<file path="config.mk">
export PLATFORM = sky130hd
export DESIGN_NAME = mcmp_mulmod
export DESIGN_NICKNAME = d
export VERILOG_FILES = /design/src/mcmp_pkg.sv /design/src/mcmp_mulmod.sv
export SDC_FILE = /design/constraint.sdc
export NUM_CORES = 2
export LEC_CHECK = 0
export BUFFER_PORTS_ARGS = -buffer_cell sky130_fd_sc_hd__buf_4
export CORE_MARGIN = 1
export CORE_UTILIZATION = 61
export DETAILED_ROUTE_END_ITERATION = 10
export PLACE_DENSITY_LB_ADDON = 0.05
export SLEW_MARGIN = 20
export SYNTH_ARGS = -nofsm -noshare
export SYNTH_HDL_FRONTEND = slang
export SYNTH_SLANG_ARGS = --single-unit
</file>
<file path="constraint.sdc">
create_clock -name clk_i -period 6.3 [get_ports clk_i]
set_input_delay 1.26 -clock clk_i [delete_from_list [all_inputs] [get_ports clk_i]]
set_output_delay 1.26 -clock clk_i [all_outputs]
set_load 0.005 [all_outputs]
</file>
<file path="src/mcmp_pkg.sv">
// ----------------------------------------------------------------------------
// mcmp_pkg
// shared constants for the multinomial coefficient block (modulus, barrett
// reduction constant, field widths)
// ----------------------------------------------------------------------------
package mcmp_pkg;

  localparam int FieldW = 12;
  localparam int CoefW  = 30;

  localparam logic [CoefW-1:0] Prime  = 30'd1000000007;
  // exponent for the fermat inverse
  localparam logic [CoefW-1:0] PowExp = 30'd1000000005;
  // floor(2^60 / prime)
  localparam logic [30:0]      BarrettMu = 31'd1152921496;

  localparam int TableDepthDef = 4096;

endpackage

</file>
<file path="src/mcmp_mulmod.sv">
// ----------------------------------------------------------------------------
// mcmp_mulmod
// five stage modular multiplier, a * b mod prime, barrett reduction
// ----------------------------------------------------------------------------
module mcmp_mulmod (
  input  logic                      clk_i,
  input  logic                      rst_ni,
  input  logic                      en_i,
  input  logic                      valid_i,
  input  logic [mcmp_pkg::CoefW-1:0] a_i,
  input  logic [mcmp_pkg::CoefW-1:0] b_i,
  output logic                      valid_o,
  output logic [mcmp_pkg::CoefW-1:0] res_o
);
  import mcmp_pkg::*;

  logic [4:0]  v_q;
  logic [59:0] x_q;
  logic [30:0] q_q;
  logic [31:0] xlo2_q, xlo3_q;
  logic [31:0] qp_q;
  logic [31:0] r_q;
  logic [CoefW-1:0] res_q;

  logic [61:0] q_full;
  logic [61:0] qp_full;
  logic [31:0] p32, p2x32;
  logic [CoefW-1:0] res_d;

  assign q_full  = 62'(x_q[59:29]) * 62'(BarrettMu);
  assign qp_full = 62'(q_q) * 62'(Prime);
  assign p32     = 32'(Prime);
  assign p2x32   = 32'(Prime) << 1;

  // remainder estimate is below three times the modulus
  always_comb begin
    if (r_q >= p2x32) begin
      res_d = CoefW'(r_q - p2x32);
    end else if (r_q >= p32) begin
      res_d = CoefW'(r_q - p32);
    end else begin
      res_d = CoefW'(r_q);
    end
  end

  always_ff @(posedge clk_i or negedge rst_ni) begin
    if (!rst_ni) begin
      v_q <= '0;
    end else if (en_i) begin
      v_q <= {v_q[3:0], valid_i};
    end
  end

  always_ff @(posedge clk_i) begin
    if (en_i) begin
      x_q    <= 60'(a_i) * 60'(b_i);
      q_q    <= q_full[61:31];
      xlo2_q <= x_q[31:0];
      qp_q   <= qp_full[31:0];
      xlo3_q <= xlo2_q;
      r_q    <= xlo3_q - qp_q;
      res_q  <= res_d;
    end
  end

  assign valid_o = v_q[4];
  assign res_o   = res_q;

endmodule

</file>
==> summary.md <==
| Metric | Value |
|---|---|
| Core area | 96900 µm² |
| EDFF count, synth | 249 |
| Violated checks | DRC, setup timing |
| Mapped Cells | 5907 |
| Simple-gate share of the synthesized area | 10.7% |
| Syn nets | 7991 |
| CTS tree | done |
| Antenna violations before repair | 2 |
| Post-synthesis mux area share | 0.128% |
| Routed Antenna Nets | 0 |
| Max Cap Violations | 0 |
| Worst hold slack | 416 ps |
| Sequential share of the synthesized area | 12.7% |
| Per-cell routed wire length | 18.7 µm |
| Vias in the first global route | 44300 |
| Rel. slew slack | 37.1% |
| Gpl congestion | 0.955 |
| Post-synth cell types | 77 |
| Total inserted antenna cells | 0 |
| Worst skew pair latency | 580 ps |
| Setup_tns | -57790 ps |
| Gr usage total | 30.5% |
| Residual DRC count | 7 |
| Avg Cell Area, Syn | 10.1 µm² |
| Final Critical Period | 7590 ps |
| Final Hold Viols | 0 |
| Share of the synthesized area in the top cell type | 41.0% |
| Met3 Track Usage GR | 4.57% |
| WP data required | 6620 ps |
| Number of synthesized register bits | 254 |
| Endpoints failing setup | 73 |
| Rows | 114 |
| Tcrit/Tclk final | 120% |
| First-pass DRT Iterations | 8 |
| Io pins | 95 |
| Post-Synth Adder-Cell Area | 57.6% |
| Synth area leader | fa_1 |
| Async S/R FF share, synth | 1.97% |
| Worst Path Arrival | 7900 ps |
| Synth Area in XOR/XNOR | 2.90% |
| Final Instance Area | 70000 µm² |
| Crit-path slowest cell | fa_1 |
| Top Usage Layer GRT | met2 |
| Ys flop type | edfxtp_1 |
| Peak fanout along the critical path | 5 |
| Dpl cell area | 66300 µm² |
| Worst setup SP type | input port |
| Crit end category | register |
| IO Port Bufs | 94 |
| Fraction of layout cells with a size suffix above 1 | 17.7% |
| Final nets | 8569 |
| Die area | 99300 µm² |
| Post-DP HPWL | 125 mm |
| GRT met2 Usage | 48.6% |
| Clock Sinks | 254 |
| Max Clock Freq | 0.132 GHz |
| Fin. max-slew vios | 0 |
| Worst Skew | 15.1 ps |
| Layout area overhead | 16.9% |
| Yosys warns | 0 |
| Synth Area in Compound Gates | 5.32% |
| Worst path max stage delay | 580 ps |
| Pin count of the biggest net entering global routing | 99 |
| Met1 usage in global routing | 44.8% |
| Largest cells by area after synthesis | fa_1 41%, ha_1 17%, edfxtp_1 12%, inv_1 9.3%, and2_1 5.4% |
| CTS root buffer | clkbuf_16 |
| Worst path buffer plus inverter count | 6 |
| RSZ-0062 raised after global routing | true |
| Global route total overflow | 0 |
| Critical setup path kind | in -> reg |
| Slew @ Worst Pin | 944 ps |
| Cell family with most CP delay | adder cells |
| Clk slew on worst S/H paths | 60 ps |
| HP Class | reg -> reg |
| Cell Area, Synth | 59800 µm² |
| Final setup margin | -1290 ps |
| Status | finished, violations left |
| Htree depth | 1 |
| Starting density of the core | 61.8% |
| Fillcell total | 7228 |
| Util after Layout | 72.2% |
| Global-route wire length before repair | 237 mm |
| Vias post-DR | 41500 |
| Final WL | 146 mm |
| Main combinational cell family by area after synthesis | adder cells |
| Die Wd | 315 µm |
| Vias per Instance | 5.33 |
| Critical Path Most Common Cell | fa_1 |
| Die Span Y | 315 µm |
| Num CTS Buffers | 27 |
| Iteration-0 DRC Markers | 2609 |
| Clock Path Buffers | 3 |
==> layout make-up <==
type / instances / area, µm² / area share, %
clock inverters: 15 / 249 / 0.356
repair buffers: 757 / 6640 / 9.49
clock buffers: 33 / 698 / 0.998
well taps: 1276 / 1600 / 2.28
inverters: 1488 / 5590 / 7.98
flip-flops and latches: 254 / 7600 / 10.9
multi-input cells: 3957 / 47600 / 68.0
==> kinds of logic after synthesis <==
kind of cell,count (synthesis)
adder cells (fa/ha/maj),2020
buffers and inverters,1696
AND/OR/NAND/NOR,1249
AO/OA/AOI/OAI,483
flip-flops,254
XOR/XNOR,198
multiplexers,7
==> cells in the final DEF (no fill, tap or decap), drive strengths merged, types with 10 or more instances in the layout <==
cell type and count:
buf 756, a221oi 10, o31ai 10, nand4 18, nand3 32, a21o 79, o211ai 10, nor3 23
nand2 472, ha 796, nor2 93, edfxtp 249, o21ai 93, a31oi 11, clkbuf 33, xnor2 133
inv 1490, o21a 26, fa 1224, o21bai 18, a21oi 147, and3 12, nand2b 23, nor2b 27
xor2 65, and2 516, a211oi 15
==> registers in the layout (all words and copies together) (netlist names) <==
| register | cells |
|---|---|
| xlo2_q | 32 |
| x_q | 60 |
| q_q | 31 |
| qp_q | 32 |
| xlo3_q | 32 |
| res_o | 30 |
| r_q | 32 |
| v_q | 5 |
==> layer usage <==
layer	vias up	share of wire (%)
met5	-	0.012
met4	2	1.9
met3	173	6.5
met2	1136	46
met1	21100	45
li1	19100	-
==> worst paths after layout <==
check	slack (ps)	to	cells past startpoint	from
min in group asynchronous	470	v_q[3]	1	rst_ni
max in group asynchronous	5710	v_q[1]	1	rst_ni
hold reg to reg	420	xlo2_q[7]	0	x_q[7]
hold / removal	420	xlo2_q[7]	0	x_q[7]
setup reg to reg	-800	q_q[30]	21	x_q[41]
setup / recovery	-1290	x_q[58]	25	a_i[5]
==> what timing repair did <==
action                                  in CTS  in global routing
endpoints found under the setup margin      76                 84
hold buffers                                 0                  0
hold endpoints to repair                     0                  0
resized for setup                          257                193
setup buffers                               33                 64
pin swaps                                  148                154
gates cloned                                 1                  0
==> synth_stat cells, drive strengths merged, types with 7 or more instances <==
master  number
inv       1488
fa        1224
ha         796
and2       516
nand2      472
edfxtp     249
clkbuf     201
a21oi      147
xnor2      133
nor2        93
o21ai       93
a21o        79
xor2        65
nand3       32
nor2b       27
o21a        26
nand2b      23
nor3        23
nand4       18
o21bai      18
a211oi      15
and3        12
a31oi       11
a221oi      10
o211ai      10
o31ai       10
a21boi       7
buf          7
o22ai        7
==> metrics by stage <==
stage                     instances  worst slack, ps
after floorplan                5907            -1590
after global placement         7640            -2210
after detailed placement       7640            -2210
after CTS                      7722            -1240
after global routing           7780            -1510
final                          7780            -1290
Power is left out: the tool's default activity adds up to more than one toggle a clock period on the data nets, which glitch-free logic cannot reach.
